===== config.mk =====
export PLATFORM = sky130hd
export DESIGN_NAME = multi_motor_step_scheduler_flat
export DESIGN_NICKNAME = d
export VERILOG_FILES = /design/src/design/mms_pkg.sv /design/src/design/mms_channels.sv /design/src/design/mms_cfg_regs.sv /design/src/design/mms_step_core.sv /design/src/design/multi_motor_step_scheduler.sv /design/src/flat_wrapper.sv
export VERILOG_INCLUDE_DIRS = /design/src /design/src/design
export SDC_FILE = /design/constraint.sdc
export NUM_CORES = 1
export LEC_CHECK = 0
export BUFFER_PORTS_ARGS = -buffer_cell sky130_fd_sc_hd__buf_2
export CAP_MARGIN = 20
export CELL_PAD_IN_SITES_DETAIL_PLACEMENT = 1
export CELL_PAD_IN_SITES_GLOBAL_PLACEMENT = 2
export CORE_ASPECT_RATIO = 1.4
export CORE_MARGIN = 4
export CORE_UTILIZATION = 43
export CTS_BUF_LIST = sky130_fd_sc_hd__clkbuf_8
export CTS_CLUSTER_DIAMETER = 80
export DETAILED_ROUTE_END_ITERATION = 12
export GPL_ROUTABILITY_DRIVEN = 0
export MAX_ROUTING_LAYER = met4
export PLACE_DENSITY = 0.95
export REMOVE_ABC_BUFFERS = 1
export SLEW_MARGIN = 20
export SYNTH_ARGS = -nofsm -noshare
export SYNTH_HDL_FRONTEND = slang
export SYNTH_HIERARCHICAL = 1
export SYNTH_SLANG_ARGS = --single-unit

===== constraint.sdc =====
create_clock -name clk -period 10.05 [get_ports clk]
set_input_delay 0.5025 -clock clk [delete_from_list [all_inputs] [get_ports clk]]
set_output_delay 0.5025 -clock clk [all_outputs]
set_load 0.02 [all_outputs]

===== src/design/multi_motor_step_scheduler_macros.svh =====
// Assertion helpers for the step scheduler
`ifndef MULTI_MOTOR_STEP_SCHEDULER_MACROS_SVH
`define MULTI_MOTOR_STEP_SCHEDULER_MACROS_SVH

// same-cycle implication
`define MMS_ASSERT_IMP(lbl, ante, cons, msg) \
  lbl: assert property (@(posedge clk) disable iff (!rst_n) (ante) |-> (cons)) \
    else $error(msg);

// next-cycle implication
`define MMS_ASSERT_NXT(lbl, ante, cons, msg) \
  lbl: assert property (@(posedge clk) disable iff (!rst_n) (ante) |=> (cons)) \
    else $error(msg);

`endif


===== src/design/mms_pkg.sv =====
package mms_pkg;

  localparam int CNT_W      = 16;
  localparam int DLY_W      = 16;
  localparam int NUM_DELAYS = 4;
  localparam int OUT_BITS   = 4;
  localparam int MAX_MOTORS = 8;
  localparam int CFG_IDX_W  = 2;

  localparam logic [1:0] MODE_LOAD  = 2'd0;
  localparam logic [1:0] MODE_START = 2'd1;
  localparam logic [1:0] MODE_TICK  = 2'd2;

  localparam logic [DLY_W-1:0] ELA_MAX = {DLY_W{1'b1}};

  typedef logic [DLY_W-1:0] delay_t;

  typedef struct packed {
    logic [1:0]              mode;
    logic [1:0]              motor_index;
    logic signed [CNT_W-1:0] step_count;
  } item_t;

  typedef struct packed {
    logic [OUT_BITS-1:0] step_pulses;
    logic [OUT_BITS-1:0] step_directions;
    logic                moving;
    logic                done_res;
  } result_t;

endpackage


===== src/design/mms_channels.sv =====
interface mms_in_if;
  logic                             valid;
  logic                             ready;
  logic [1:0]                       mode;
  logic [1:0]                       motor_index;
  logic signed [mms_pkg::CNT_W-1:0] step_count;

  modport source(output valid, output mode, output motor_index, output step_count,
                 input ready);
  modport sink(input valid, input mode, input motor_index, input step_count,
               output ready);
endinterface

interface mms_out_if;
  logic                           valid;
  logic                           ready;
  logic [mms_pkg::OUT_BITS-1:0]   step_pulses;
  logic [mms_pkg::OUT_BITS-1:0]   step_directions;
  logic                           moving;
  logic                           done_res;

  modport source(output valid, output step_pulses, output step_directions,
                 output moving, output done_res, input ready);
  modport sink(input valid, input step_pulses, input step_directions,
               input moving, input done_res, output ready);
endinterface


===== src/design/mms_cfg_regs.sv =====
module mms_cfg_regs (
  input  logic                            clk,
  input  logic                            rst_n,
  input  logic                            we,
  input  logic [mms_pkg::CFG_IDX_W-1:0]   index,
  input  logic [mms_pkg::DLY_W-1:0]       data,
  output mms_pkg::delay_t                 delays [mms_pkg::NUM_DELAYS]
);

  mms_pkg::delay_t delay_r [mms_pkg::NUM_DELAYS];

  always_ff @(posedge clk) begin
    if (!rst_n) begin
      for (int k = 0; k < mms_pkg::NUM_DELAYS; k++) begin
        delay_r[k] <= mms_pkg::DLY_W'(1);
      end
    end else if (we) begin
      for (int k = 0; k < mms_pkg::NUM_DELAYS; k++) begin
        if (int'(index) == k) begin
          delay_r[k] <= data;
        end
      end
    end
  end

  assign delays = delay_r;

endmodule


===== src/design/mms_step_core.sv =====
module mms_step_core #(
  parameter int MOTORS = 4
) (
  input  logic             clk,
  input  logic             rst_n,
  input  logic             en,
  input  mms_pkg::item_t   item,
  input  mms_pkg::delay_t  delays [mms_pkg::NUM_DELAYS],
  output mms_pkg::result_t res
);

  logic signed [mms_pkg::CNT_W-1:0] rem_r   [MOTORS];
  logic signed [mms_pkg::CNT_W-1:0] rem_nxt [MOTORS];
  logic [mms_pkg::DLY_W-1:0]        ela_r   [MOTORS];
  logic [mms_pkg::DLY_W-1:0]        ela_nxt [MOTORS];
  logic                             act_r;
  logic                             act_nxt;

  mms_pkg::delay_t                  dly_full [mms_pkg::MAX_MOTORS];
  logic [mms_pkg::MAX_MOTORS-1:0]   pulse_v;
  logic [mms_pkg::MAX_MOTORS-1:0]   dir_v;
  logic                             done;
  logic                             any_left;
  logic [mms_pkg::DLY_W-1:0]        ela_inc;

  always_comb begin
    for (int k = 0; k < mms_pkg::MAX_MOTORS; k++) begin
      dly_full[k] = mms_pkg::DLY_W'(1);
    end
    for (int k = 0; k < mms_pkg::NUM_DELAYS; k++) begin
      dly_full[k] = delays[k];
    end
  end

  always_comb begin
    for (int m = 0; m < MOTORS; m++) begin
      rem_nxt[m] = rem_r[m];
      ela_nxt[m] = ela_r[m];
    end
    act_nxt  = act_r;
    pulse_v  = '0;
    dir_v    = '0;
    done     = 1'b0;
    any_left = 1'b0;
    ela_inc  = '0;
    case (item.mode)
      mms_pkg::MODE_LOAD: begin
        for (int m = 0; m < MOTORS; m++) begin
          if (int'(item.motor_index) == m) begin
            rem_nxt[m] = item.step_count;
          end
        end
      end
      mms_pkg::MODE_START: begin
        for (int m = 0; m < MOTORS; m++) begin
          ela_nxt[m] = '0;
          if (rem_r[m] != '0) begin
            any_left = 1'b1;
          end
        end
        if (any_left) begin
          act_nxt = 1'b1;
        end
      end
      mms_pkg::MODE_TICK: begin
        if (act_r) begin
          for (int m = 0; m < MOTORS; m++) begin
            ela_inc = (ela_r[m] == mms_pkg::ELA_MAX) ? ela_r[m]
                                                      : ela_r[m] + mms_pkg::DLY_W'(1);
            ela_nxt[m] = ela_inc;
            if (ela_inc >= dly_full[m] && rem_r[m] != '0) begin
              pulse_v[m] = 1'b1;
              ela_nxt[m] = '0;
              if (rem_r[m] > 0) begin
                rem_nxt[m] = rem_r[m] - mms_pkg::CNT_W'(1);
              end else begin
                rem_nxt[m] = rem_r[m] + mms_pkg::CNT_W'(1);
                dir_v[m]   = 1'b1;
              end
            end
            if (rem_nxt[m] != '0) begin
              any_left = 1'b1;
            end
          end
          if (!any_left) begin
            act_nxt = 1'b0;
            done    = 1'b1;
          end
        end
      end
      default: begin
      end
    endcase
  end

  always_ff @(posedge clk) begin
    if (!rst_n) begin
      for (int m = 0; m < MOTORS; m++) begin
        rem_r[m] <= '0;
        ela_r[m] <= '0;
      end
      act_r <= 1'b0;
    end else if (en) begin
      rem_r <= rem_nxt;
      ela_r <= ela_nxt;
      act_r <= act_nxt;
    end
  end

  assign res.step_pulses     = pulse_v[mms_pkg::OUT_BITS-1:0];
  assign res.step_directions = dir_v[mms_pkg::OUT_BITS-1:0];
  assign res.moving          = act_nxt;
  assign res.done_res        = done;

endmodule


===== src/design/multi_motor_step_scheduler.sv =====
// Step pulse scheduler for up to four stepper motors (four delay registers).
// Requests arrive on in_ch (valid/ready): load a motor's signed step count,
// start a move, or apply one timer tick. Every request yields exactly one
// result on out_ch: step pulse and direction bits for motors 0..3, the moving
// flag, and done_res on the tick that leaves no steps remaining.
// Step delays are written through cfg_we/cfg_index/cfg_data; the user must
// do so only while idle, as the block itself does not enforce it. A request
// passes through the input register, then the result register; one request
// per cycle while out_ch is not stalled. All motors update together in the
// single logic stage between the two registers, so the motor count does not
// slow a tick. A stalled receiver holds the result register; the input
// register still takes one more request, then in_ch.ready drops until out_ch
// moves on. Reset (rst_n low, synchronous) clears counts, elapsed counters
// and the move flag, empties both registers and sets every delay to one tick.
`include "multi_motor_step_scheduler_macros.svh"

module multi_motor_step_scheduler #(
  parameter int MOTORS = 4
) (
  input  logic                          clk,
  input  logic                          rst_n,
  mms_in_if.sink                        in_ch,
  mms_out_if.source                     out_ch,
  input  logic                          cfg_we,
  input  logic [mms_pkg::CFG_IDX_W-1:0] cfg_index,
  input  logic [mms_pkg::DLY_W-1:0]     cfg_data
);

  mms_pkg::item_t   s1_r;
  logic             s1_v_r;
  mms_pkg::result_t out_r;
  logic             out_v_r;
  mms_pkg::result_t res;
  mms_pkg::delay_t  delays [mms_pkg::NUM_DELAYS];
  logic             out_free;
  logic             adv;
  logic             in_acc;

  assign out_free    = !out_v_r || out_ch.ready;
  assign adv         = s1_v_r && out_free;
  assign in_ch.ready = !s1_v_r || out_free;
  assign in_acc      = in_ch.valid && in_ch.ready;

  mms_cfg_regs u_cfg (
    .clk    (clk),
    .rst_n  (rst_n),
    .we     (cfg_we),
    .index  (cfg_index),
    .data   (cfg_data),
    .delays (delays)
  );

  mms_step_core #(.MOTORS(MOTORS)) u_core (
    .clk    (clk),
    .rst_n  (rst_n),
    .en     (adv),
    .item   (s1_r),
    .delays (delays),
    .res    (res)
  );

  always_ff @(posedge clk) begin
    if (!rst_n) begin
      s1_v_r  <= 1'b0;
      out_v_r <= 1'b0;
    end else begin
      if (in_acc) begin
        s1_v_r <= 1'b1;
      end else if (adv) begin
        s1_v_r <= 1'b0;
      end
      if (adv) begin
        out_v_r <= 1'b1;
      end else if (out_ch.ready) begin
        out_v_r <= 1'b0;
      end
    end
  end

  always_ff @(posedge clk) begin
    if (in_acc) begin
      s1_r.mode        <= in_ch.mode;
      s1_r.motor_index <= in_ch.motor_index;
      s1_r.step_count  <= in_ch.step_count;
    end
    if (adv) begin
      out_r <= res;
    end
  end

  assign out_ch.valid           = out_v_r;
  assign out_ch.step_pulses     = out_r.step_pulses;
  assign out_ch.step_directions = out_r.step_directions;
  assign out_ch.moving          = out_r.moving;
  assign out_ch.done_res        = out_r.done_res;

  `MMS_ASSERT_IMP(a_done_ends_move, out_v_r && out_r.done_res, !out_r.moving, "done while moving")
  `MMS_ASSERT_IMP(a_dir_needs_pulse, out_v_r, (out_r.step_directions & ~out_r.step_pulses) == '0, "direction without pulse")
  `MMS_ASSERT_NXT(a_no_pulse_off_tick, adv && s1_r.mode != mms_pkg::MODE_TICK, out_r.step_pulses == '0 && !out_r.done_res, "pulse on non-tick request")
  `MMS_ASSERT_IMP(a_no_overrun, s1_v_r && !out_free, !in_ch.ready, "input taken while pipeline full")

endmodule


===== src/flat_wrapper.sv =====
// flat-port wrapper written by rule: the top's interface ports become plain ports
module multi_motor_step_scheduler_flat 
#(
  parameter int MOTORS = 4
)
  (clk, rst_n, cfg_we, cfg_index, cfg_data, in_ch_valid, in_ch_mode, in_ch_motor_index, in_ch_step_count, in_ch_ready, out_ch_valid, out_ch_step_pulses, out_ch_step_directions, out_ch_moving, out_ch_done_res, out_ch_ready);
  mms_in_if in_ch_i ();
  mms_out_if out_ch_i ();
  input  logic clk;
  input  logic rst_n;
  input  logic cfg_we;
  input  logic [mms_pkg::CFG_IDX_W-1:0] cfg_index;
  input  logic [mms_pkg::DLY_W-1:0] cfg_data;
  input wire logic [$bits(in_ch_i.valid)-1:0] in_ch_valid;
  input wire logic [$bits(in_ch_i.mode)-1:0] in_ch_mode;
  input wire logic [$bits(in_ch_i.motor_index)-1:0] in_ch_motor_index;
  input wire logic [$bits(in_ch_i.step_count)-1:0] in_ch_step_count;
  output wire logic [$bits(in_ch_i.ready)-1:0] in_ch_ready;
  output wire logic [$bits(out_ch_i.valid)-1:0] out_ch_valid;
  output wire logic [$bits(out_ch_i.step_pulses)-1:0] out_ch_step_pulses;
  output wire logic [$bits(out_ch_i.step_directions)-1:0] out_ch_step_directions;
  output wire logic [$bits(out_ch_i.moving)-1:0] out_ch_moving;
  output wire logic [$bits(out_ch_i.done_res)-1:0] out_ch_done_res;
  input wire logic [$bits(out_ch_i.ready)-1:0] out_ch_ready;
  assign in_ch_i.valid = in_ch_valid;
  assign in_ch_i.mode = in_ch_mode;
  assign in_ch_i.motor_index = in_ch_motor_index;
  assign in_ch_i.step_count = in_ch_step_count;
  assign in_ch_ready = in_ch_i.ready;
  assign out_ch_valid = out_ch_i.valid;
  assign out_ch_step_pulses = out_ch_i.step_pulses;
  assign out_ch_step_directions = out_ch_i.step_directions;
  assign out_ch_moving = out_ch_i.moving;
  assign out_ch_done_res = out_ch_i.done_res;
  assign out_ch_i.ready = out_ch_ready;
  multi_motor_step_scheduler #(.MOTORS(MOTORS)) u_core (.clk(clk), .rst_n(rst_n), .in_ch(in_ch_i), .out_ch(out_ch_i), .cfg_we(cfg_we), .cfg_index(cfg_index), .cfg_data(cfg_data));
endmodule

==> flow_summary.yaml <==
power:
  power_mw: 2.503
  p_per_area_mw_per_mm2: 145.8
  p_leak_nw: 7.105
  ir_drop_v: 0.0001272
timing:
  fin_skew_ps: 37.38
  fin_ws_ps: 4418
  hold_violations: 0
  tns_ps: 0
  worst_pin_slew_ps: 1142
  rsz0062_at_grt: "false"
  drv_slew: 0
  relSlewSlack_pct: 23.57
  setup_viol_count_final: 0
  post-route-period-util_pct: 56.04
  max_freq_mhz: 177.5
  layout_min_cycle_time_ps: 5632
die:
  die_area_mm2: 0.03968
  initial_utilization_pct: 43.73
  die_x_um: 169.5
  rows: 82
  die_y_um: 234.1
  core_mm2: 0.03591
  ios: 55
drt:
  top_layer_used: "met4"
  wire_per_inst_um: 22.12
  wl_um: 53340
  vias: 14960
  antenna_left: 0
  route.met3.wl_um: 2006
  drc: 0
  dr.pass1.iters: 5
  wl_met1_um: 21020
  via_per_inst: 6.205
  drt_iter0_markers: 969
  wl_met2_um: 27630
final_layout:
  drive_above_1_share_pct: 10.06
  nets: 2091
  final_common_cell: "nand2_1"
  syn_to_final_growth_pct: 9.355
  fin_util_pct: 47.82
  antenna_cells: 0
  mostFrequentLayoutCells: "nand2_1 (206), dfxtp_1 (195), a21oi_1 (141)"
worst_setup_path:
  r2r_slack_ps: 4420
  critPathRequiredTime_ps: 10380
  endpoint_kind: "register"
  slowest_delay_ps: 800
  endpoint: "u_core/out_ch.moving$_DFFE_PP_"
  path_buf_inv: 0
  r2r_cells: 17
  worst-path-stages: 17
  critPathSlowestCell: "a31oi_2"
  path_class: "reg -> reg"
  crit_start: "u_core/u_core/ela_r[19]$_SDFFE_PN0P_"
  cp.arrival_ps: 5970
  start_kind: "register"
  crit_family: "simple AND/OR/NAND/NOR gates"
  path_max_fanout: 18
  r2r-start: "u_core/u_core/ela_r[19]$_SDFFE_PN0P_"
  crit_chain: "and4_1, nand4_1, or4_4, nor3_4, nor2_1, and4_1, xor2_1, ha_1, nand4_1, a21o_1, a211o_1, a31oi_2, nor4b_1, o211a_1, o2111ai_1, o21ai_0, o211ai_1"
  rr_endpoint: "u_core/out_ch.moving$_DFFE_PP_"
hold_path:
  min_path_type: "in -> reg"
global_routing:
  antenna_found_initial: 0
  grt_usage_pct: 26.74
  grt_max_degree: 122
  grt_first_pass_wirelength_um: 83030
  grt_pass1_vias: 15455
  grt_overflow_total: 0
placed_design:
  io_buffer_count: 54
  dp_hpwl_um: 38870
  preCtsSetupSlack_ps: 4492
synthesis:
  synthArstFlopShare_pct: 0
  synth-main-ff-cell: "dfxtp_1"
  ys_seq_area_share_pct: 30.60
  syn_inst: 1887
  syn_area_mm2: 0.01570
  synth_cell_type_count: 99
  yosys_warnings: 6
  synth_edf_count: 30
  synth-seq-cells: 225
  syn_area_per_cell_um2: 8.321
cts:
  clk_latency_ps: 600
  cts_tree: "yes"
  cts-root-buf: "clkbuf_8"
  cts_buffer_depth: 3
  postCtsResizedCells: 0
  cts_buffers: 42
  post-cts-setup-buffers: 0
  htreeDepth: 2
  cts_sinks: 225
  hold_buffers: 0
  clk_pin_slew_ps: 60
flow_run:
  cap_viol_max_count: 0
outcome:
  run_status: "finished, final reports clean"
report_power, final:
part	internal, mW	total (mW)	switching (mW)
sequential	0.934	0.956	0.0223
clock	0.513	0.941	0.428
combinational	0.210	0.606	0.396
total	1.66	2.50	0.846
final cells by class:
class / instances / area (um2)
Sequential cell: 225 / 4805
Multi-Input combinational cell: 1485 / 10180
Clock inverter: 25 / 167.7
Timing Repair Buffer: 66 / 374.1
Clock buffer: 51 / 701.9
Fill cell: 4381 / 18740
Inverter: 97 / 364.1
Tap cell: 462 / 578.1
metrics by stage:
stage	std cells	hold WS [ps]	area, um2
2_1_floorplan	1807	434.7	15320
3_3_place_gp	2334	443.1	16280
3_5_place_dp	2334	450.4	16280
4_1_cts	2410	56.34	17150
5_1_grt	2411	71.70	17170
6_report	2411	73.95	17170
flip-flops by register name, summed over array words and instances (netlist names):
name and cells:
u_core/out_ch.moving 1, u_core/out_ch.done_res 1, u_core/u_cfg/delays 64, u_core/u_core/act_r 1
u_core/s1_r 20, u_core/out_ch.step_pulses 4, u_core/s1_v_r 1, u_core/out_ch.valid 1
u_core/u_core/rem_r 64, u_core/out_ch.step_directions 4, u_core/u_core/ela_r 64
worst min path at each step:
| stage | start | end | slack (ps) | cells past startpoint |
|---|---|---|---|---|
| 2_1_floorplan | u_core/u_cfg/delays[49]$_SDFFE_PN0P_ | u_core/u_cfg/delays[49]$_SDFFE_PN0P_ | 430 | 2 |
| 3_3_place_gp | u_core/u_cfg/delays[54]$_SDFFE_PN0P_ | u_core/u_cfg/delays[54]$_SDFFE_PN0P_ | 440 | 2 |
| 3_5_place_dp | u_core/u_cfg/delays[55]$_SDFFE_PN0P_ | u_core/u_cfg/delays[55]$_SDFFE_PN0P_ | 450 | 2 |
| 4_1_cts | in_ch_step_count[6] | u_core/s1_r[6]$_DFFE_PP_ | 60 | 1 |
| 5_1_grt | in_ch_step_count[1] | u_core/s1_r[1]$_DFFE_PP_ | 70 | 1 |
| 6_report | in_ch_step_count[6] | u_core/s1_r[6]$_DFFE_PP_ | 70 | 1 |
logic make-up after synthesis:
family          share of synthesized area [%]
buf+inv                                 4.725
compound gates                          21.66
flops                                   30.60
fa+ha+maj                               10.63
mux                                     5.402
xor+xnor                                4.741
simple gates                            22.25
synthesized netlist by cell type, types with 17 or more instances:
cell type,n,area share [%]
nand3_1,62,2.0
a22oi_1,46,2.2
and2_1,17,0.68
inv_1,97,2.3
edfxtp_1,30,5.7
nor2b_1,94,3.7
o211ai_1,24,1.1
a31oi_1,19,0.76
a211oi_1,17,0.81
xnor2_1,50,2.8
o22ai_1,24,0.96
nand4_1,19,0.76
clkbuf_1,57,1.4
and3_1,25,1.0
o21ai_0,91,2.9
o21a_1,21,1.0
dfxtp_1,195,25
nor2_1,107,2.6
nor3_1,40,1.3
mux2i_1,72,4.6
a21o_1,27,1.3
a21oi_1,142,4.5
nor4_1,21,0.84
ha_1,127,10
nand2_1,206,4.9
xor2_1,35,2.0
layer usage:
layer,global-route usage (%),up-vias
met1,28.73,7461
met5,-,-
met2,48.59,387
met3,3.356,158
li1,-,6954
met4,12.76,0
worst reg2reg max path: cells and delay by family, from the launching register on:
family | cells | cell delay [ps]
flops | 1 | 430
simple gates | 8 | 2480
xor+xnor | 1 | 150
fa+ha+maj | 1 | 310
compound gates | 7 | 2010
No activity file was read; power rests on OpenSTA's default activity.
